<file path="src/rtl/assert_macros.svh">
// Assertion macros shared by the interrupt controller RTL.
// Expects clk and rst_n in the scope of each use.
`ifndef ASSERT_MACROS_SVH
`define ASSERT_MACROS_SVH

// Check cond at every clock edge outside reset.
`define PIC_ASSERT(label, cond, msg) \
  label: assert property (@(posedge clk) disable iff (!rst_n) (cond)) else $error(msg);

// Check that ante at one edge implies cons at the next edge.
`define PIC_ASSERT_NEXT(label, ante, cons, msg) \
  label: assert property (@(posedge clk) disable iff (!rst_n) (ante) |=> (cons)) \
    else $error(msg);

`endif

</file>
<file path="src/rtl/pic_pkg.sv">
// Types and constants for the programmable interrupt controller.
// No dependencies; used by the core and top level.
package pic_pkg;

  localparam logic [1:0] REQ_NONE  = 2'd0;
  localparam logic [1:0] REQ_READ  = 2'd1;
  localparam logic [1:0] REQ_WRITE = 2'd2;
  localparam logic [1:0] REQ_ACK   = 2'd3;

  localparam logic [1:0] INIT_IDLE = 2'd0;
  localparam logic [1:0] INIT_ICW2 = 2'd1;
  localparam logic [1:0] INIT_ICW4 = 2'd2;

  localparam logic [2:0] OCW2_NS_EOI     = 3'b001;
  localparam logic [2:0] OCW2_SPEC_EOI   = 3'b011;
  localparam logic [2:0] OCW2_ROT_NS_EOI = 3'b101;
  localparam logic [2:0] OCW2_ROT_SP_EOI = 3'b111;

  localparam logic [1:0] CMD_OCW2 = 2'b00;
  localparam logic [1:0] CMD_OCW3 = 2'b01;

  localparam logic [7:0] VECTOR_RESET = 8'h08;
  localparam logic [7:0] VECTOR_MASK  = 8'hF8;
  localparam logic [7:0] VECTOR_NONE  = 8'hFF;

  typedef struct packed {
    logic [1:0] req_type;
    logic       port_a0;
    logic [7:0] write_data;
    logic [7:0] irq_levels;
  } item_t;

  typedef struct packed {
    logic [7:0] read_data;
    logic [7:0] ack_vector;
    logic       int_request;
  } result_t;

endpackage

</file>
<file path="src/rtl/pic_in_if.sv">
// Input channel of the interrupt controller: valid/ready plus item fields.
// Depends on nothing; field widths follow pic_pkg::item_t.
interface pic_in_if;
  logic       valid;
  logic       ready;
  logic [1:0] req_type;
  logic       port_a0;
  logic [7:0] write_data;
  logic [7:0] irq_levels;

  modport source (output valid, req_type, port_a0, write_data, irq_levels, input ready);
  modport sink (input valid, req_type, port_a0, write_data, irq_levels, output ready);
endinterface

</file>
<file path="src/rtl/pic_out_if.sv">
// Result channel of the interrupt controller: valid/ready plus result fields.
// Depends on nothing; field widths follow pic_pkg::result_t.
interface pic_out_if;
  logic       valid;
  logic       ready;
  logic [7:0] read_data;
  logic [7:0] ack_vector;
  logic       int_request;

  modport source (output valid, read_data, ack_vector, int_request, input ready);
  modport sink (input valid, read_data, ack_vector, int_request, output ready);
endinterface

</file>
<file path="src/rtl/pic_prio.sv">
// Rotating priority resolver: highest-priority set line counting from base.
// Standalone; used by pic_core for acknowledge and end-of-interrupt.
module pic_prio (
  input  logic [7:0] bits,
  input  logic [2:0] base,
  output logic       hit,
  output logic [2:0] line
);

  logic [15:0] dbl;
  logic [7:0]  rot;
  logic [2:0]  k;

  always_comb begin
    dbl = {bits, bits} >> base;
    rot = dbl[7:0];
    k   = 3'd0;
    for (int i = 7; i >= 0; i--) begin
      if (rot[i]) begin
        k = 3'(i);
      end
    end
    hit  = |bits;
    line = k + base;
  end

endmodule

</file>
<file path="src/rtl/pic_core.sv">
// Controller state and the per-item update: edge capture, bus access, acknowledge.
// Depends on pic_pkg, pic_prio and assert_macros.svh.
`include "assert_macros.svh"

module pic_core (
  input  logic             clk,
  input  logic             rst_n,
  input  logic             accept,
  input  pic_pkg::item_t   item,
  output pic_pkg::result_t result
);

  logic [7:0] request_r, request_nxt;
  logic [7:0] service_r, service_nxt;
  logic [7:0] mask_r, mask_nxt;
  logic [7:0] prev_r, prev_nxt;
  logic [2:0] base_r, base_nxt;
  logic       sel_isr_r, sel_isr_nxt;
  logic [1:0] phase_r, phase_nxt;
  logic       icw4_r, icw4_nxt;
  logic [7:0] vector_r, vector_nxt;
  logic       aeoi_r, aeoi_nxt;

  logic [7:0] req_edge;
  logic       ack_hit;
  logic [2:0] ack_line;
  logic       isr_hit;
  logic [2:0] isr_line;
  logic [7:0] ack_bit;
  logic       is_icw1;
  logic       is_ack_hit;

  assign req_edge   = request_r | (item.irq_levels & ~prev_r);
  assign ack_bit    = 8'(1) << ack_line;
  assign is_icw1    = accept && item.req_type == pic_pkg::REQ_WRITE && !item.port_a0
                      && item.write_data[4];
  assign is_ack_hit = accept && item.req_type == pic_pkg::REQ_ACK && ack_hit;

  pic_prio u_ack_prio (
    .bits (req_edge & ~mask_r),
    .base (base_r),
    .hit  (ack_hit),
    .line (ack_line)
  );

  pic_prio u_isr_prio (
    .bits (service_r),
    .base (base_r),
    .hit  (isr_hit),
    .line (isr_line)
  );

  always_comb begin
    logic [2:0] lvl;
    lvl = item.write_data[2:0];

    request_nxt = req_edge;
    service_nxt = service_r;
    mask_nxt    = mask_r;
    prev_nxt    = item.irq_levels;
    base_nxt    = base_r;
    sel_isr_nxt = sel_isr_r;
    phase_nxt   = phase_r;
    icw4_nxt    = icw4_r;
    vector_nxt  = vector_r;
    aeoi_nxt    = aeoi_r;

    result.read_data  = 8'h00;
    result.ack_vector = 8'h00;

    case (item.req_type)
      pic_pkg::REQ_READ: begin
        if (item.port_a0) begin
          result.read_data = mask_r;
        end else begin
          result.read_data = sel_isr_r ? service_r : req_edge;
        end
      end
      pic_pkg::REQ_WRITE: begin
        if (!item.port_a0) begin
          if (item.write_data[4]) begin
            phase_nxt   = pic_pkg::INIT_ICW2;
            icw4_nxt    = item.write_data[0];
            request_nxt = 8'h00;
            service_nxt = 8'h00;
            mask_nxt    = 8'h00;
            prev_nxt    = 8'h00;
            base_nxt    = 3'd0;
            sel_isr_nxt = 1'b0;
            aeoi_nxt    = 1'b0;
          end else if (item.write_data[4:3] == pic_pkg::CMD_OCW3) begin
            if (item.write_data[1]) begin
              sel_isr_nxt = item.write_data[0];
            end
          end else begin
            case (item.write_data[7:5])
              pic_pkg::OCW2_NS_EOI: begin
                if (isr_hit) begin
                  service_nxt = service_r & ~(8'(1) << isr_line);
                end
              end
              pic_pkg::OCW2_SPEC_EOI: begin
                service_nxt = service_r & ~(8'(1) << lvl);
              end
              pic_pkg::OCW2_ROT_NS_EOI: begin
                if (isr_hit) begin
                  service_nxt = service_r & ~(8'(1) << isr_line);
                  base_nxt    = isr_line + 3'd1;
                end
              end
              pic_pkg::OCW2_ROT_SP_EOI: begin
                service_nxt = service_r & ~(8'(1) << lvl);
                base_nxt    = lvl + 3'd1;
              end
              default: begin
              end
            endcase
          end
        end else begin
          case (phase_r)
            pic_pkg::INIT_ICW2: begin
              vector_nxt = item.write_data & pic_pkg::VECTOR_MASK;
              phase_nxt  = icw4_r ? pic_pkg::INIT_ICW4 : pic_pkg::INIT_IDLE;
            end
            pic_pkg::INIT_ICW4: begin
              aeoi_nxt  = item.write_data[1];
              phase_nxt = pic_pkg::INIT_IDLE;
            end
            default: begin
              phase_nxt = pic_pkg::INIT_IDLE;
              mask_nxt  = item.write_data;
            end
          endcase
        end
      end
      pic_pkg::REQ_ACK: begin
        if (ack_hit) begin
          request_nxt = req_edge & ~ack_bit;
          if (!aeoi_r) begin
            service_nxt = service_r | ack_bit;
          end
          result.ack_vector = vector_r + {5'd0, ack_line};
        end else begin
          result.ack_vector = pic_pkg::VECTOR_NONE;
        end
      end
      default: begin
      end
    endcase

    result.int_request = |(request_nxt & ~mask_nxt);
  end

  always_ff @(posedge clk) begin
    if (!rst_n) begin
      request_r <= 8'h00;
      service_r <= 8'h00;
      mask_r    <= 8'h00;
      prev_r    <= 8'h00;
      base_r    <= 3'd0;
      sel_isr_r <= 1'b0;
      phase_r   <= pic_pkg::INIT_IDLE;
      icw4_r    <= 1'b0;
      vector_r  <= pic_pkg::VECTOR_RESET;
      aeoi_r    <= 1'b0;
    end else if (accept) begin
      request_r <= request_nxt;
      service_r <= service_nxt;
      mask_r    <= mask_nxt;
      prev_r    <= prev_nxt;
      base_r    <= base_nxt;
      sel_isr_r <= sel_isr_nxt;
      phase_r   <= phase_nxt;
      icw4_r    <= icw4_nxt;
      vector_r  <= vector_nxt;
      aeoi_r    <= aeoi_nxt;
    end
  end

  `PIC_ASSERT_NEXT(a_icw1_clears, is_icw1,
    request_r == 8'h00 && service_r == 8'h00 && mask_r == 8'h00 &&
    phase_r == pic_pkg::INIT_ICW2, "ICW1 did not clear the controller")
  `PIC_ASSERT_NEXT(a_ack_moves_line, rst_n && is_ack_hit,
    (request_r & $past(ack_bit)) == 8'h00 &&
    ($past(aeoi_r) || (service_r & $past(ack_bit)) != 8'h00),
    "acknowledged line not moved to in-service")
  `PIC_ASSERT_NEXT(a_idle_holds, rst_n && !accept,
    $stable(request_r) && $stable(service_r) && $stable(mask_r) && $stable(base_r),
    "state changed without a transfer")

endmodule

</file>
<file path="src/rtl/programmable_interrupt_controller.sv">
// Eight-line programmable interrupt controller, single mode.
// Channels: in_ch (sink) takes one item per transfer: request type, port
// address bit, write byte and the eight request line levels. out_ch
// (source) returns exactly one result per item: read byte, acknowledge
// vector and the pending-interrupt flag.
// Each result is registered at its input transfer. Throughput is one item
// per cycle while in_ch is ready; the priority resolvers and register
// update are combinational between input transfer and result register.
// A two-entry output buffer (result register plus skid register) keeps
// in_ch ready while one result waits; in_ch drops ready only when both
// entries are full, and rises again the cycle after out_ch takes a result.
// Reset (rst_n low, synchronous) clears request, in-service and mask
// registers, the priority base, read select and init sequence, sets the
// vector base to 0x08 and empties the output buffer.
// Depends on pic_pkg, pic_in_if, pic_out_if, pic_core, assert_macros.svh.
`include "assert_macros.svh"

module programmable_interrupt_controller (
  input  logic      clk,
  input  logic      rst_n,
  pic_in_if.sink    in_ch,
  pic_out_if.source out_ch
);

  pic_pkg::item_t   item;
  pic_pkg::result_t res_new;
  pic_pkg::result_t out_data_r;
  pic_pkg::result_t skid_data_r;
  logic             out_valid_r;
  logic             skid_valid_r;
  logic             accept;
  logic             pop;

  assign in_ch.ready = !skid_valid_r;
  assign accept      = in_ch.valid && in_ch.ready;
  assign pop         = out_valid_r && out_ch.ready;

  assign item.req_type   = in_ch.req_type;
  assign item.port_a0    = in_ch.port_a0;
  assign item.write_data = in_ch.write_data;
  assign item.irq_levels = in_ch.irq_levels;

  pic_core u_core (
    .clk    (clk),
    .rst_n  (rst_n),
    .accept (accept),
    .item   (item),
    .result (res_new)
  );

  always_ff @(posedge clk) begin
    if (!rst_n) begin
      out_valid_r  <= 1'b0;
      skid_valid_r <= 1'b0;
    end else begin
      if (skid_valid_r) begin
        if (pop) begin
          out_data_r   <= skid_data_r;
          skid_valid_r <= 1'b0;
        end
      end else if (accept) begin
        if (!out_valid_r || pop) begin
          out_data_r  <= res_new;
          out_valid_r <= 1'b1;
        end else begin
          skid_data_r  <= res_new;
          skid_valid_r <= 1'b1;
        end
      end else if (pop) begin
        out_valid_r <= 1'b0;
      end
    end
  end

  assign out_ch.valid       = out_valid_r;
  assign out_ch.read_data   = out_data_r.read_data;
  assign out_ch.ack_vector  = out_data_r.ack_vector;
  assign out_ch.int_request = out_data_r.int_request;

  `PIC_ASSERT(a_skid_behind_out, !skid_valid_r || out_valid_r,
    "skid entry held without a result in front of it")
  `PIC_ASSERT_NEXT(a_accept_fills, accept, out_valid_r,
    "transfer accepted but no result registered")

endmodule
</file>
<file path="src/flat_wrapper.sv">
// flat-port wrapper written by rule: the top's interface ports become plain ports
module programmable_interrupt_controller_flat 
  (clk, rst_n, in_ch_valid, in_ch_req_type, in_ch_port_a0, in_ch_write_data, in_ch_irq_levels, in_ch_ready, out_ch_valid, out_ch_read_data, out_ch_ack_vector, out_ch_int_request, out_ch_ready);
  pic_in_if in_ch_i ();
  pic_out_if out_ch_i ();
  input  logic clk;
  input  logic rst_n;
  input wire logic [$bits(in_ch_i.valid)-1:0] in_ch_valid;
  input wire logic [$bits(in_ch_i.req_type)-1:0] in_ch_req_type;
  input wire logic [$bits(in_ch_i.port_a0)-1:0] in_ch_port_a0;
  input wire logic [$bits(in_ch_i.write_data)-1:0] in_ch_write_data;
  input wire logic [$bits(in_ch_i.irq_levels)-1:0] in_ch_irq_levels;
  output wire logic [$bits(in_ch_i.ready)-1:0] in_ch_ready;
  output wire logic [$bits(out_ch_i.valid)-1:0] out_ch_valid;
  output wire logic [$bits(out_ch_i.read_data)-1:0] out_ch_read_data;
  output wire logic [$bits(out_ch_i.ack_vector)-1:0] out_ch_ack_vector;
  output wire logic [$bits(out_ch_i.int_request)-1:0] out_ch_int_request;
  input wire logic [$bits(out_ch_i.ready)-1:0] out_ch_ready;
  assign in_ch_i.valid = in_ch_valid;
  assign in_ch_i.req_type = in_ch_req_type;
  assign in_ch_i.port_a0 = in_ch_port_a0;
  assign in_ch_i.write_data = in_ch_write_data;
  assign in_ch_i.irq_levels = in_ch_irq_levels;
  assign in_ch_ready = in_ch_i.ready;
  assign out_ch_valid = out_ch_i.valid;
  assign out_ch_read_data = out_ch_i.read_data;
  assign out_ch_ack_vector = out_ch_i.ack_vector;
  assign out_ch_int_request = out_ch_i.int_request;
  assign out_ch_i.ready = out_ch_ready;
  programmable_interrupt_controller u_core (.clk(clk), .rst_n(rst_n), .in_ch(in_ch_i), .out_ch(out_ch_i));
endmodule
</file>
<file path="config.mk">
export PLATFORM = sky130hd
export DESIGN_NAME = programmable_interrupt_controller_flat
export DESIGN_NICKNAME = d
export VERILOG_FILES = /design/src/rtl/pic_pkg.sv /design/src/rtl/pic_in_if.sv /design/src/rtl/pic_out_if.sv /design/src/rtl/pic_prio.sv /design/src/rtl/pic_core.sv /design/src/rtl/programmable_interrupt_controller.sv /design/src/flat_wrapper.sv
export VERILOG_INCLUDE_DIRS = /design/src /design/src/rtl
export SDC_FILE = /design/constraint.sdc
export NUM_CORES = 1
export LEC_CHECK = 0
export ABC_CLOCK_PERIOD_IN_PS = 5400
export BUFFER_PORTS_ARGS = -buffer_cell sky130_fd_sc_hd__buf_2
export CAP_MARGIN = 40
export CORE_MARGIN = 2
export CORE_UTILIZATION = 51
export CTS_BUF_LIST = sky130_fd_sc_hd__clkbuf_8
export CTS_CLUSTER_SIZE = 16
export DETAILED_ROUTE_END_ITERATION = 8
export GPL_TIMING_DRIVEN = 1
export PLACE_DENSITY = 0.76
export SETUP_SLACK_MARGIN = 0.05
export SYNTH_ARGS = -nofsm -noshare
export SYNTH_HDL_FRONTEND = slang
export SYNTH_SLANG_ARGS = --single-unit
</file>
<file path="constraint.sdc">
create_clock -name clk -period 5.4 [get_ports clk]
set_input_delay 0.27 -clock clk [delete_from_list [all_inputs] [get_ports clk]]
set_output_delay 0.27 -clock clk [all_outputs]
set_load 0.02 [all_outputs]
</file>
# Word level (Yosys, flattened, before mapping)
# Index checks and enable logic that the tools add are counted.
# totals
regBits,81
input_bits,23
out_inout_bits,19
wordCells,160
# classes
addsub,5
n_eq_ne,21
shifts,5
mux,65
n_bitwise,17
reduce_logical,29
# ops
operator,n
8-bit two-way mux,21
17-bit two-way mux,4
3-bit two-way mux,19
8-bit AND,6
8-bit NOT,6
8-bit one-hot mux with 2 select lines,3
16-bit by 3-bit right shift with 8-bit output,2
8-bit OR reduction,3
1-bit by 3-bit << shifter with 8-bit output (first input constant),3
4-bit AND reduction,5
8-bit bitwise OR,2
2-bit nonzero test,7
1-bit two-way mux,13
2-bit != test (second input constant),6
8-bit by 3-bit adder with 8-bit output,1
2-bit two-way mux,4
4-bit != test (second input constant),2
8-bit AND reduction,1
3-bit by 1-bit adder with 3-bit output (second input constant),2
3-bit adder,2
2-bit by 1-bit equality test with 1-bit output (second input constant),3
2-bit equality test (second input constant),3
3-bit equality test (second input constant),2
3-bit != test (second input constant),2
13 further kinds,20

# Logic depth before layout (Yosys ltp)
# Gate-level depths: netlist of the first run.
# depth
ltp_word,24
mapped_depth,22
ltp_nobuf,19

# Modules after synthesis
# A second synthesis of the first run with hierarchy kept.
# unflattened
hier_cells,507
area_unflattened_um2,5018.6
# by_module_without_submodules
mod,n_inst,cells_per_inst,area_each_um2,seq_area_each_um2
pic_core,1,349,2692.6,900.9
programmable_interrupt_controller,1,67,1350.0,1061.0
pic_prio (u_core.u_core.u_isr_prio),1,50,519.2,0.0
pic_prio (u_core.u_core.u_ack_prio),1,41,456.7,0.0

# Least setup slack after synthesis of the first run
# Ideal clock, no wire load.
# synth_path
kind,register to register
start,register u_core.u_core.base_r[1]
end,"register u_core.out_data_r (netlist bit u_core.out_ch.int_request), data pin"
setup_ns,0.282
t_arrival_ns,3.611
t_required_ns,5.118
setup_slack_ns,1.508
path_stages_with_launch,23
n_path_buf,5
period_less_slack_ns,3.892
cell_sequence,dfxtp_1 -> buf_4 -> buf_4 -> buf_4 -> clkbuf_1 -> xnor2_1 -> nand2_1 -> o21ai_0 -> a31oi_1 -> o22ai_1 -> o22ai_1 -> o21ai_0 -> ha_1 -> inv_1 -> fa_1 -> clkbuf_1 -> inv_1 -> nand2_1 -> a21oi_1 -> a22oi_1 -> mux2i_1 -> a2bb2oi_1 -> a41oi_1
# synth_between
elab_chain_len,20
# synth_lines
item,line_no,rtl
start: declaration,pic_core.sv:17,"logic [2:0] base_r, base_nxt;"
start signal: assignment,pic_core.sv:171,base_r <= base_nxt;
16-bit by 3-bit right shift with 8-bit output,pic_prio.sv:15,"dbl = {bits, bits} >> base;"
3-bit two-way mux (8 in a row),pic_prio.sv:19,if (rot[i]) begin
3-bit adder *,pic_prio.sv:24,line = k + base;
1-bit by 3-bit << shifter with 8-bit output *,pic_core.sv:34,assign ack_bit = 8'(1) << ack_line;
8-bit NOT *,pic_core.sv:138,request_nxt = req_edge & ~ack_bit;
8-bit AND *,pic_core.sv:138,
8-bit two-way mux *,pic_core.sv:137,if (ack_hit) begin
8-bit one-hot mux with 2 select lines *,pic_core.sv:71,case (item.req_type)
8-bit AND *,pic_core.sv:151,result.int_request = |(request_nxt & ~mask_nxt);
8-bit OR reduction *,pic_core.sv:151,
17-bit two-way mux *,programmable_interrupt_controller.sv:62,if (!out_valid_r || pop) begin
17-bit two-way mux *,programmable_interrupt_controller.sv:61,end else if (accept) begin
17-bit two-way mux *,programmable_interrupt_controller.sv:56,if (skid_valid_r) begin
end signal: assignment,programmable_interrupt_controller.sv:58,out_data_r <= skid_data_r;
end signal: assignment,programmable_interrupt_controller.sv:63,out_data_r <= res_new;
end: declaration,programmable_interrupt_controller.sv:27,pic_pkg::result_t out_data_r;
# Mark *: on every way between the ends. The rest lies on a longest branch, timed or not. The select of a mux whose other input is x is not followed.
# A chain may end at the register's enable or synchronous reset.

# Worst setup path in the final report of the first run
# layout_path
start,register u_core.u_core.prev_r[6]
end,"register u_core.out_data_r (netlist bit u_core.out_ch.int_request), data pin"
# layout_between
elab_chain_len,24
elab_cells_between_ends,27
classes_between,1 x add/sub; 2 x shift; 15 x mux; 7 x bitwise; 2 x reduce/logical
# layout_lines
item,line_no,rtl
start: declaration,pic_core.sv:16,"logic [7:0] prev_r, prev_nxt;"
start signal: assignment,pic_core.sv:170,prev_r <= prev_nxt;
8-bit NOT *,pic_core.sv:33,assign req_edge = request_r | (item.irq_levels & ~prev_r);
8-bit AND *,pic_core.sv:33,
8-bit bitwise OR *,pic_core.sv:33,
8-bit AND,pic_core.sv:40,".bits (req_edge & ~mask_r),"
16-bit by 3-bit right shift with 8-bit output,pic_prio.sv:15,
3-bit two-way mux (8 in a row),pic_prio.sv:19,
3-bit adder,pic_prio.sv:24,
1-bit by 3-bit << shifter with 8-bit output,pic_core.sv:34,
8-bit NOT,pic_core.sv:138,
8-bit AND,pic_core.sv:138,
8-bit two-way mux,pic_core.sv:137,
8-bit one-hot mux with 2 select lines *,pic_core.sv:71,
8-bit AND *,pic_core.sv:151,
8-bit OR reduction *,pic_core.sv:151,
17-bit two-way mux *,programmable_interrupt_controller.sv:62,
17-bit two-way mux *,programmable_interrupt_controller.sv:61,
17-bit two-way mux *,programmable_interrupt_controller.sv:56,
# Marks and branches as above.

==> summary by stage, run 1 <==
Power and ir drop
The leakage power figure is 0.00220 µW. The worst-case IR drop observed on VDD is 0.000165 V. The power density of the placed cells is 248 nW/µm².

Global routing
The number of antenna violations at the first check in global routing is 0. Entering global routing, the biggest net connects 39 pins. The number of global-route vias before repair came to 4983. The wire length of the first global-routing pass is 26.0 mm. The total global routing track utilization is 0.282. The remaining global-route overflow is 0.

Place
Port buffering added 41 buffers. The weighted congestion reported at the end of routability-driven placement is 0.976. The area of placed instances is 5900 µm². The HPWL after detailed placement is 12.0 mm.

Logic synthesis
The number of storage elements in the synthesis netlist is 81. The net count after synthesis is 706. The sequential fraction of the synthesis area is 0.347. The number of flops mapped to enable cells by yosys is 34.

Synthesis produced 676 cells. The post-synth design cell area is 5650 µm². Counting flops with an async set or reset pin after synthesis yields a share of 0.

The post-synthesis area per instance is 8.36 µm². The dominant register cell in the synthesized netlist is sky130_fd_sc_hd__dfxtp_1. Yosys printed 0 warnings. The number of library cell types mapped by synthesis is 77.

Setup path
Walking the worst path, the cells encountered are nor2b_4 > o21bai_1 > mux2i_1 > mux2i_1 > a21oi_1 > o21ai_0 > o21ai_0 > o22ai_1 > o21ai_0 > ha_1 > inv_1 > fa_1 > inv_1 > nand2_1 > a21oi_1 > a22oi_1 > mux2i_1 > a2bb2oi_1 > a41oi_1. In this run the register-to-register setup slack is 900 ps. In this run the worst path has a maximum fanout of 11. The number of buffers and inverters on the critical path is 2. On the worst path, the slowest cell contributes a delay of 700 ps. In this run the critical register-to-register path is launched from u_core.u_core.prev_r[6]. The endpoint type of the worst setup path is a register. The number of cells on the worst reg-to-reg path is 19. The worst register-to-register path ends at u_core.out_ch.int_request. The start-to-end type of the worst setup path is register to register. The startpoint kind of the worst setup timing path is a register.

The largest individual stage delay along the critical path comes from the cell sky130_fd_sc_hd__o21bai_1. Data on the critical path arrives at its endpoint at 4590 ps. The required time of the worst setup path is 5490 ps. The cell family contributing the most delay on the critical path is compound AO/OA/AOI/OAI gates.

CTS
For this design, the CTS-stage hold fixing added 0 buffers. The clock transition at the register clock pins on the worst setup and hold paths after CTS is 90 ps. CTS placed an instance of sky130_fd_sc_hd__clkbuf_8 at the clock tree root.

The number of buffers between clock root and the deepest sink is 2. The post-CTS resize count is 0. After clock tree synthesis, the setup repair step added 0 buffers. The source-to-sink clock delay at the later pin of the worst-skew pair is 360 ps. Clock tree synthesis inserted a total of 9 buffers. The number of sinks on the clock net is 81. TritonCTS built the clock tree. The H-tree was split into 3 levels.

Die
42 I/O pins were placed. The initial utilization of the core area, before any placement, comes to 0.521. The die covers 11900 µm². The site row count is 38. After floorplanning, the core was sized to cover 10800 µm². The die span in y is 109 µm. The floorplan step set the die width to 109 µm.

STA
After routing, the total negative slack on setup checks comes to 0 ps. The final cycle utilization of the critical path is 0.832. The worst-case headroom to the max-slew limit is 0.403. The number of failing hold endpoints at the final stage came to 0. The pin slew with the least headroom to its limit is 894 ps. Static timing analysis puts the maximum clock frequency at 222 MHz. The final max-slew violation count was 0. Setup violations remaining at the end of the flow were counted as 0. Setup repair after global routing left no endpoint under its margin. The shortest clock period the worst path allows after layout is 4500 ps.

For the final database, setup skew stands at 15.4 ps.

Status
The flow ran to the end, and the final reports show no timing, DRC or antenna violations.

Route
The sum of routed wire length over all layers is 16.5 mm. The count of nets left with antenna violations after detail routing is 0. The first TritonRoute pass finished after 5 iterations. The number of vias after detailed routing is 5515. The average wire per standard cell is 19.8 µm. The total DRC errors in the routed layout is 0. The routed via count divided by cell count is 6.60.

After the first detailed-routing iteration, the DRC count stood at 652.

Min path
The number of cells on the worst hold path is 2. The path type of the worst min-delay path is input pin to register. The startpoint of the tightest hold check path is out_ch_ready. The worst hold path terminates at u_core.skid_valid_r.

Layout
In the final layout, the share of cells above drive strength 1 is 0.154. The finished cells cover 6140 µm². The number of nets in the layout is 720. The core occupancy in the finished layout is 0.566. Registers take 1960 µm².

The number of filler cells placed in the layout is 1012. The signed area change from the synthesized netlist to the final layout is 8.59%. The number of antenna diodes in the final layout is 0.

In the final layout, the multi-input gates occupy 3420 µm².

Job
The max capacitance violation total is 0.
-- how the worst max path moves through the flow --
| stage | from | end | slack [ps] | cells after the start |
|---|---|---|---|---|
| finish | u_core.u_core.prev_r[6] | u_core.out_ch.int_request | 900 | 19 |
| global route | u_core.u_core.prev_r[6] | u_core.out_ch.int_request | 570 | 19 |
| CTS | u_core.u_core.prev_r[6] | u_core.out_ch.int_request | 1020 | 19 |
| detailed placement | in_ch_irq_levels[6] | u_core.out_ch.int_request | 940 | 20 |
| global placement | in_ch_irq_levels[6] | u_core.out_ch.int_request | 1110 | 20 |
| floorplan | u_core.u_core.base_r[1] | u_core.out_ch.int_request | 1510 | 22 |
-- area by class of cell --
class	count	area share
Multi-Input combinational cell	529	0.557
Sequential cell	81	0.320
Timing Repair Buffer	50	0.0453
Tap cell	140	0.0285
Clock buffer	10	0.0224
Clock inverter	6	0.0157
Inverter	19	0.0116
-- cells in the final DEF (no fill, tap or decap), drive strengths merged, types with 6 or more instances in the layout --
cell and n:
nor2 91, nand2 82, a21oi 64, buf 50, dfxtp 47, edfxtp 34
o21ai 26, mux2i 23, o31ai 21, nor3 21, inv 21, nand3 17
a311oi 13, nor2b 13, a22oi 10, o22ai 10, clkbuf 10, nor4 9
mux4 9, nand4 8, o221a 8, o211ai 6, a31oi 6, a211oi 6
xnor2 6
-- worst register-to-register path, stage by stage (launching register included) --
cell and delay [ps]:
sky130_fd_sc_hd__dfxtp_1 380, sky130_fd_sc_hd__nor2b_4 60, sky130_fd_sc_hd__o21bai_1 700, sky130_fd_sc_hd__mux2i_1 230
sky130_fd_sc_hd__mux2i_1 220, sky130_fd_sc_hd__a21oi_1 80, sky130_fd_sc_hd__o21ai_0 130, sky130_fd_sc_hd__o21ai_0 90
sky130_fd_sc_hd__o22ai_1 170, sky130_fd_sc_hd__o21ai_0 120, sky130_fd_sc_hd__ha_1 220, sky130_fd_sc_hd__inv_1 70
sky130_fd_sc_hd__fa_1 570, sky130_fd_sc_hd__inv_1 180, sky130_fd_sc_hd__nand2_1 120, sky130_fd_sc_hd__a21oi_1 200
sky130_fd_sc_hd__a22oi_1 90, sky130_fd_sc_hd__mux2i_1 140, sky130_fd_sc_hd__a2bb2oi_1 310, sky130_fd_sc_hd__a41oi_1 150
-- flip-flops by register name, summed over array words and instances (netlist names) --
name / flops
u_core.skid_data_r: 17
u_core.u_core.mask_r: 8
u_core.skid_valid_r: 1
u_core.u_core.request_r: 8
u_core.u_core.aeoi_r: 1
u_core.u_core.sel_isr_r: 1
u_core.u_core.service_r: 8
u_core.u_core.icw4_r: 1
u_core.out_ch.ack_vector: 8
u_core.out_ch.int_request: 1
u_core.u_core.base_r: 3
u_core.u_core.phase_r: 2
u_core.out_ch.valid: 1
u_core.out_ch.read_data: 8
u_core.u_core.vector_r: 5
u_core.u_core.prev_r: 8
-- stage by stage --
step	setup WS (ps)	hold WS [ps]	power, µW	cells
floorplan	1510	370	909	676
global placement	1110	439	993	817
detailed placement	944	443	1000	819
CTS	1020	138	1520	835
global route	575	148	1580	835
finish	905	150	1520	835
-- cell families (layout without fill, tap and decap cells) --
family,after synthesis,count (layout),synth area share
adders and majority gates,7,7,0.0181
and+or+nand+nor,273,273,0.230
AOI/OAI and AO/OA,204,204,0.249
muxes,37,37,0.0899
buffers and inverters,66,85,0.0494
xor gates and xnor gates,8,8,0.0164
DFF,81,81,0.347
-- synthesized netlist by cell type (5+ instances only) --
master,instances,area share
sky130_fd_sc_hd__o21ai_0,20,0.018
sky130_fd_sc_hd__nand2_1,82,0.054
sky130_fd_sc_hd__a31oi_1,6,0.0066
sky130_fd_sc_hd__o31ai_1,21,0.028
sky130_fd_sc_hd__nand3_1,17,0.015
sky130_fd_sc_hd__clkbuf_1,35,0.023
sky130_fd_sc_hd__a311oi_1,13,0.020
sky130_fd_sc_hd__nor2_1,89,0.059
sky130_fd_sc_hd__o221a_1,8,0.016
sky130_fd_sc_hd__a211oi_1,5,0.0066
sky130_fd_sc_hd__mux4_1,5,0.023
sky130_fd_sc_hd__mux2i_1,23,0.041
sky130_fd_sc_hd__edfxtp_1,34,0.18
sky130_fd_sc_hd__nor2b_1,7,0.0077
sky130_fd_sc_hd__a21oi_1,64,0.057
sky130_fd_sc_hd__nand4_1,8,0.0089
sky130_fd_sc_hd__nor4_1,8,0.0089
sky130_fd_sc_hd__a22oi_1,10,0.013
sky130_fd_sc_hd__and3_1,5,0.0055
sky130_fd_sc_hd__dfxtp_1,47,0.17
sky130_fd_sc_hd__o211ai_1,6,0.0080
sky130_fd_sc_hd__nand2b_1,5,0.0055
sky130_fd_sc_hd__mux2_2,5,0.010
sky130_fd_sc_hd__ha_1,5,0.011
sky130_fd_sc_hd__nor3_1,20,0.018
sky130_fd_sc_hd__inv_1,17,0.011
sky130_fd_sc_hd__o22ai_1,10,0.011
-- routing by layer --
layer  vias to the layer above  share of wire  track usage
li1                       2558              -            -
met1                      2562           0.42        0.398
met4                         0          0.031        0.118
met3                        50          0.098       0.0424
met5                         -              0            0
met2                       345           0.46        0.433
-- power by group --
part	internal [µW]	switching (µW)
Clock	280	249
Combinational	104	213
Sequential	658	20.3
Total	1040	482
Power figures use the tool's default switching activity.
==> run 2: changes to the inputs <==
- ABC_AREA: default -> 1
- ABC_CLOCK_PERIOD_IN_PS: 5400 -> 3850
- PLACE_DENSITY: 0.76 -> 0.79
- clock period: 5.4 -> 3.85 ns (I/O delays scaled with it)
==> summary by stage, run 2 <==
Status
The run finished with clean final reports.

Logic synthesis
The net count after synthesis is 728 (+3.1%). The fraction of registers with async set or reset after synthesis is 0 (unchanged). By area the synthesized netlist is led by sky130_fd_sc_hd__edfxtp_1 20%, sky130_fd_sc_hd__dfxtp_1 18%, sky130_fd_sc_hd__nand2_1 14%. The cell type contributing the most total cell area after synthesis is sky130_fd_sc_hd__edfxtp_1. The number of storage elements in the synthesis netlist is 81 (unchanged). The total number of yosys warnings came to 0 (unchanged). Ranked by instance count, the synthesized netlist is headed by 189 x sky130_fd_sc_hd__nand2_1, 83 x sky130_fd_sc_hd__inv_1, 49 x sky130_fd_sc_hd__a21oi_1. The number of library cell types mapped by synthesis was 45 (-42%). The post-synthesis area per instance is 7.32 µm² (-12%). The area share of the leading cell type in the synthesized netlist was 0.200 (+0.0192). The sequential fraction of the synthesis area is 0.384 (+0.0370). The number of flops mapped to enable cells by yosys came to 34 (unchanged). The post-synthesis cell count is 698 (+3.3%). For this run, the leading register cell type out of synthesis is sky130_fd_sc_hd__dfxtp_1. The post-synth design cell area was 5110 µm² (-9.6%). The most used standard cell by instance count after synthesis is sky130_fd_sc_hd__nand2_1.

Setup path
The depth of the worst register-to-register path is 27 (+8). The required time of the worst setup path is 3980 ps (-1510 ps). The cell family with the largest share of critical-path delay is simple AND/OR/NAND/NOR gates.

The data arrival time at the worst-slack endpoint is 3740 ps (-850 ps). The cell with the largest stage delay on the worst path is sky130_fd_sc_hd__fa_1. The number of buffers and inverters on the critical path is 3 (+1).

By startpoint and endpoint, the worst setup path is classified as register to register. The endpoint type of the worst setup path is a register. The largest driver fanout on the critical path was 7 (-4). The number of logic stages on the critical path including buffering is 27 (+8). The largest stage delay on the critical path is 400 ps (-300 ps). The cell with the most instances on the worst path is sky130_fd_sc_hd__nand2_1. STA classifies the critical path startpoint as a register.

Die
The site row count is 36 (-5.3%). The die width is 104 µm (-4.8%). The area enclosed by the die boundary is 10800 µm² (-9.3%).

The area of the core came to 9730 µm² (-10%). The die span in y came to 104 µm (-4.8%). The initial core utilization is 0.525 (+0.00361).

The count of pins on the block boundary is 42 (unchanged).

Route
The average wire per standard cell is 16.1 µm (-18%). The total DRC errors in the routed layout is 0 (unchanged). The detailed-routing iteration count for the pre-antenna-repair pass was 5 (unchanged).

The DRC violation total after the first TritonRoute iteration is 701 (+7.5%). The count of nets left with antenna violations after detail routing is 0 (unchanged). The sum of routed wire length over all layers is 14.2 mm (-14%). The number of vias after detailed routing is 5050 (-8.4%).

The routed via count divided by cell count is 5.74 (-13%).

Layout
The core occupancy in the finished layout came to 0.589 (+0.0227). The register with the highest flop count is u_core.skid_data_r. The number of nets in the layout is 772 (+7.2%). The number of flip-flops under the largest register name came to 17 (unchanged). The number of non-filler instances in the completed layout is 880 (+5.4%). The signed area change from the synthesized netlist to the final layout is 12.2%. The library cells used most frequently in the layout, excluding fill and tap cells, are 182 x sky130_fd_sc_hd__nand2_1, 83 x sky130_fd_sc_hd__inv_1, 49 x sky130_fd_sc_hd__a21oi_1, 46 x sky130_fd_sc_hd__o21ai_0, 45 x sky130_fd_sc_hd__dfxtp_1. The final antenna diode count is 0 (unchanged).

The library cell used most frequently in the layout, excluding fill and tap cells, is sky130_fd_sc_hd__nand2_1. The share of post-route cells with drive strength above 1 came to 0.177 (+0.0227).

Place
The port buffer count is 41 (unchanged). The worst setup timing slack at the placement stage came to 83.4 ps (-860 ps). The detailed placer's ending HPWL was 10.9 mm (-9.1%). The weighted congestion reported at the end of routability-driven placement is 1.01 (+3.3%). The cell count after placement is 863 (+5.4%).

Power and ir drop
The worst IR drop on VDD is 0.000159 V (-3.9%). The leakage power figure is 0.00249 µW (+13%). The total power draw is 2090 µW (+37%). The power density of the placed cells is 364 nW/µm² (+47%).

CTS
The source-to-sink clock delay at the later pin of the worst-skew pair is 370 ps (about the same). The clock transition at the register clock pins on the worst setup and hold paths after CTS is 90 ps (about the same). The clock tree from TritonCTS is yes.

The number of buffers created by CTS is 9 (unchanged). CTS placed an instance of sky130_fd_sc_hd__clkbuf_8 at the clock tree root. The number of buffers between clock root and the deepest sink is 2 (unchanged). The number of sinks on the clock net is 81 (unchanged). The number of buffers inserted by hold repair at cts is 0 (unchanged). The number of H-tree levels was 3 (unchanged).

STA
Setup repair after global routing could not meet its margin everywhere. The final max-slew violation count was 0 (unchanged). The pin slew with the least headroom to its limit is 712 ps (-181 ps). The number of failing hold endpoints at the final stage is 0 (unchanged). The final total negative setup slack is 0 ps (unchanged).

The shortest clock period the worst path allows after layout was 3610 ps (-887 ps). The worst setup margin is 242 ps (-663 ps). The maximum clock rate is 277 MHz (+25%). The final cycle utilization of the critical path came to 0.937 (+0.105). The final worst clock skew is 14.5 ps (-0.836 ps). The worst-case headroom to the max-slew limit came to 0.524 (+0.121). The final-report setup violation count is 0 (unchanged).

Global routing
The number of antenna violations at the first check in global routing is 0 (unchanged). The remaining global-route overflow is 0 (unchanged). The total global routing track utilization is 0.270 (-0.0127).

The number of global-route vias before repair is 4777 (-4.1%). The wire length of the first global-routing pass is 23.5 mm (-9.5%). The pin count of the biggest net entering global routing is 39 (unchanged).

Min path
The tightest min-delay check is of the input pin to register type. The number of cells on the worst hold path is 3 (+1).

Job
The max capacitance violation total is 0 (unchanged).
-- run 2: cell types whose count changed after synthesis, sizes merged, moves of 10 or more --
cell / before / now
o22ai: 10 / 0
mux2i: 23 / 1
nor2: 91 / 37
o21ai: 26 / 58
inv: 18 / 88
nor3: 21 / 6
nand3: 17 / 53
clkbuf: 35 / 16
a21oi: 64 / 49
a311oi: 13 / 0
nand2: 82 / 203
nor2b: 13 / 0
a211oi: 6 / 25
o31ai: 21 / 0
-- run 2: final cells by class --
| class | count | area [µm²] |
|---|---|---|
| Timing Repair Buffer | 62 | 367 |
| Tap cell | 133 | 166 |
| Fill cell | 908 | 4000 |
| Multi-Input combinational cell | 499 | 2690 |
| Clock inverter | 7 | 76.3 |
| Sequential cell | 81 | 1960 |
| Clock buffer | 9 | 124 |
| Inverter | 89 | 339 |
-- run 2: path summary, 6_finish.rpt --
kind | to | slack (ps) | startpoint
setup / recovery | u_core.out_ch.int_request | 240 | u_core.u_core.prev_r[5]
hold reg to reg | u_core.u_core.vector_r[4] | 460 | u_core.u_core.vector_r[4]
hold / removal | u_core.u_core.vector_r[3] | 140 | in_ch_write_data[3]
setup reg to reg | u_core.out_ch.int_request | 240 | u_core.u_core.prev_r[5]
-- run 2: tightest hold or removal path: cells and delay by family --
family | cells | cell delay (ps)
compound gates | 1 | 90
buf+inv | 2 | 180
-- run 2: what timing repair did --
| item | CTS | global route |
|---|---|---|
| endpoints found under the setup margin | 0 | 12 |
| setup buffers | 0 | 1 |
| resized for setup | 0 | 16 |
-- run 2: routing by layer --
metal	wire (µm)	global-route usage	part of all wire
met4	548	0.129	0.039
met5	0	0	0
met1	5950	0.362	0.42
met3	1330	0.0401	0.094
met2	6350	0.428	0.45
-- run 2: kinds of logic after synthesis --
kind of cell               Yosys count  share of synthesized area
and+or+nand+nor                    323                      0.293
AOI/OAI and AO/OA                  166                      0.201
buffers and inverters              118                     0.0967
DFF                                 81                      0.384
adders and majority gates            7                     0.0201
xor gates and xnor gates             2                    0.00343
muxes                                1                    0.00196
-- run 2: per-stage QoR --
| stage | hold WS (ps) | area [µm²] |
|---|---|---|
| floorplan | 356 | 5110 |
| global placement | 438 | 5480 |
| detailed placement | 449 | 5480 |
| CTS | 137 | 5680 |
| global route | 167 | 5730 |
| finish | 143 | 5730 |
-- run 2: where the power goes --
part | leakage [µW] | internal [µW] | switching, µW | total [µW]
combinational | 0.00168 | 157 | 326 | 482
sequential | 0.000707 | 929 | 15.7 | 944
clock | 0.000104 | 308 | 352 | 660
==> run 3: changes to the inputs <==
- ABC_AREA: 1 -> default
==> summary by stage, run 3 (synthesis gave the netlist of run 1 again) <==
Status
The flow ran to the end, and the final reports show no timing, DRC or antenna violations.

Route
The DRC violation total after the first TritonRoute iteration is 497 (-29%). The average wire per standard cell is 20.1 µm (+24%). The count of nets left with antenna violations after detail routing came to 0 (unchanged). The total DRC errors in the routed layout came to 0 (unchanged).

The routed via count divided by cell count is 6.37 (+11%). The detailed-routing iteration count for the pre-antenna-repair pass is 5 (unchanged). The sum of routed wire length over all layers is 17.8 mm (+25%). The number of vias after detailed routing came to 5646 (+12%).

Power and ir drop
The portion of total power attributed to the clock network is 0.302 (-0.014). The worst IR drop on VDD is 0.000331 V (+110%). The power density of the placed cells is 319 nW/µm² (-12%). The leakage power figure came to 0.00247 µW (-0.63%). The switching share of power is 0.326 (-0.00676). The cell internal power dissipation is 1430 µW (+2.9%). The total power draw is 2130 µW (+1.9%).

The combinational group share of total power is 0.253 (+0.022). The portion of total power attributed to sequential cells is 0.446 (-0.007). The power dissipated by switching net loads is 692 µW (-0.20%).

Setup path
The required time of the worst setup path is 3950 ps (-30 ps). The critical path is of the register to register type. The data arrival time at the worst-slack endpoint is 3840 ps (+100 ps). The slack of the worst reg-to-reg path is 110 ps (-130 ps).

The largest driver fanout on the critical path is 5 (-2). Traced cell by cell, the critical path runs through and2b_2 > nor2_4 > nor2_2 > mux4_2 > a21oi_2 > o21ai_1 > o21ai_1 > o22ai_1 > o21ai_1 > ha_2 > inv_2 > fa_2 > nand2b_1 > or2_4 > o211ai_1 > a41oi_1. The launch instance of the worst register-to-register path is u_core.u_core.prev_r[0].

The number of buffers and inverters on the critical path is 1 (-2). The worst setup path is launched from a register. The cell family with the largest share of critical-path delay is compound AO/OA/AOI/OAI gates. The largest stage delay on the critical path is 630 ps (+230 ps). The depth of the worst register-to-register path is 16 (-41%). The largest individual stage delay along the critical path comes from the cell sky130_fd_sc_hd__fa_2.

The endpoint of the worst-slack reg-to-reg timing path is u_core.out_ch.int_request. The endpoint type of the worst setup path is a register. Among the stages of the critical path, the cell type that occurs most often is sky130_fd_sc_hd__o21ai_1.

Global routing
The number of antenna violations at the first check in global routing came to 0 (unchanged). The number of global-route vias before repair is 5221 (+9.3%). The pin count of the biggest net entering global routing was 31 (-21%). The remaining global-route overflow was 0 (unchanged). The wire length of the first global-routing pass was 27.6 mm (+17%). The total global routing track utilization is 0.305 (+0.0356).

STA
The shortest clock period the worst path allows after layout is 3740 ps (+130 ps). Setup repair after global routing could not meet its margin everywhere. The pin slew with the least headroom to its limit is 888 ps (+176 ps).

The final worst clock skew is 10.8 ps (-3.73 ps). The worst-case headroom to the max-slew limit came to 0.403 (-0.121). The number of failing hold endpoints at the final stage is 0 (unchanged).

The final-report setup violation count is 0 (unchanged). The final cycle utilization of the critical path was 0.971 (+0.0338). The final max-slew violation count is 0 (unchanged). The post-route worst hold slack is 61.9 ps (-80.8 ps). The maximum clock rate was 267 MHz (-3.5%).

Min path
The startpoint of the tightest hold check path is out_ch_ready. The hold-critical path endpoint is u_core.skid_valid_r. The worst hold path belongs to the class input pin to register.

The number of cells on the worst hold path is 2 (-1).

Layout
More flip-flops sit in one register than any other, and that register is u_core.skid_data_r. The share of post-route cells with drive strength above 1 came to 0.243 (+0.0659). The final antenna diode count is 0 (unchanged).

The footprint of the flip-flops and latches is 1970 µm² (+0.32%). Compared with the post-synthesis result, the final layout area differs by 17.8%. The number of flip-flops under the largest register name was 17 (unchanged). The leading cell type in the layout, fill and taps excluded is sky130_fd_sc_hd__nor2_1. The number of nets in the layout was 771 (-0.13%).

The number of filler cells placed in the layout is 966 (+6.4%). The area used by multi-input combinational logic is 3540 µm² (+31%). Leaving out fill and tap cells, the most frequent cells in the layout are 85 x sky130_fd_sc_hd__nor2_1, 80 x sky130_fd_sc_hd__nand2_1, 62 x sky130_fd_sc_hd__a21oi_1, 55 x sky130_fd_sc_hd__buf_4, 44 x sky130_fd_sc_hd__dfxtp_1.

Die
The count of pins on the block boundary was 42 (unchanged). The area enclosed by the die boundary is 11900 µm² (+10%). The area of the core is 10800 µm² (+11%). The die width is 109 µm (+5.0%). The site row count is 38 (+5.6%). The die span in y is 109 µm (+5.0%). The initial core utilization came to 0.521 (-0.00361).

Job
The max capacitance violation total is 0 (unchanged).

CTS
The clock tree from TritonCTS is yes. The clock transition at the register clock pins on the worst setup and hold paths after CTS came to 90 ps (about the same). In this run the clock root is driven by a sky130_fd_sc_hd__clkbuf_8.

The number of sinks on the clock net is 81 (unchanged). The source-to-sink clock delay at the later pin of the worst-skew pair is 370 ps (about the same). The number of buffers created by CTS was 9 (unchanged). The number of buffers inserted by hold repair at cts came to 0 (unchanged).

The number of H-tree levels is 3 (unchanged). The number of buffers between clock root and the deepest sink is 2 (unchanged).

Place
The weighted congestion reported at the end of routability-driven placement was 1.04 (+3.2%). The port buffer count came to 41 (unchanged). The detailed placer's ending HPWL is 13.0 mm (+19%).
-- run 3: changes by cell type in the layout (fill, tap and decap cells not counted), moves of 23 or more --
cell / before / now
sky130_fd_sc_hd__nand2_1: 182 / 80
sky130_fd_sc_hd__o21ai_0: 46 / 15
sky130_fd_sc_hd__nor2_1: 32 / 85
sky130_fd_sc_hd__nand3_1: 40 / 17
sky130_fd_sc_hd__buf_4: 20 / 55
sky130_fd_sc_hd__inv_1: 83 / 15
-- run 3: layout make-up --
| class | count | area share |
|---|---|---|
| inverter | 19 | 0.0107 |
| tap | 140 | 0.0263 |
| timing repair buffer | 101 | 0.105 |
| sequential | 81 | 0.296 |
| multi-input combinational | 529 | 0.531 |
| clock inverter | 7 | 0.0117 |
| clock buffer | 9 | 0.0186 |
-- run 3: stage by stage --
step,setup WS [ps],setup TNS [ps],cells,area (µm²),utilization
floorplan,60.1,0,676,5660,-
global placement,72.8,0,860,6230,0.574
detailed placement,-29.8,-71.7,861,6240,0.576
CTS,63.0,0,880,6480,0.598
global route,2.81,0,886,6660,0.614
finish,111,0,886,6660,0.614
-- run 3: worst max path at each step --
stage	from	endpoint	slack [ps]	cells after the start
5_1_grt	u_core.u_core.prev_r[0]	u_core.out_ch.int_request	3	20
6_report	u_core.u_core.prev_r[0]	u_core.out_ch.int_request	110	16
3_5_place_dp	u_core.u_core.prev_r[0]	u_core.out_ch.int_request	-30	19
2_1_floorplan	u_core.u_core.base_r[1]	u_core.out_ch.int_request	60	19
3_3_place_gp	u_core.u_core.prev_r[0]	u_core.out_ch.int_request	70	19
4_1_cts	u_core.u_core.base_r[1]	u_core.u_core.service_r[7]	60	16
-- run 3: timing repair --
item                                    CTS  global route
gates cloned                              0             1
pin swaps                                 1            14
endpoints found under the setup margin    6            17
setup buffers                             3             5
gates resized for setup                   4            34
-- run 3: metal layers --
layer  up-vias  GRT usage  part of all wire
met3        42     0.0735             0.089
li1       2645          -                 -
met1      2671      0.412              0.42
met5         -          0                 0
met2       288      0.479              0.47
met4         0      0.108             0.027
-- run 3: power by group through the flow --
| stage | clock network, µW | registers [µW] | logic [µW] |
|---|---|---|---|
| 3_5_place_dp | 0 | 968 | 495 |
| 2_1_floorplan | 0 | 974 | 301 |
| 5_1_grt | 691 | 952 | 576 |
| 6_report | 641 | 948 | 537 |
| 4_1_cts | 649 | 948 | 501 |
| 3_3_place_gp | 0 | 969 | 488 |
-- run 3: worst reg2reg max path, delay by kind of cell (launching register included) --
family / cells / cell delay [ps]
simple gates: 5 / 790
fa+ha+maj: 2 / 840
buf+inv: 1 / 40
mux: 1 / 490
compound gates: 7 / 970
flops: 1 / 330
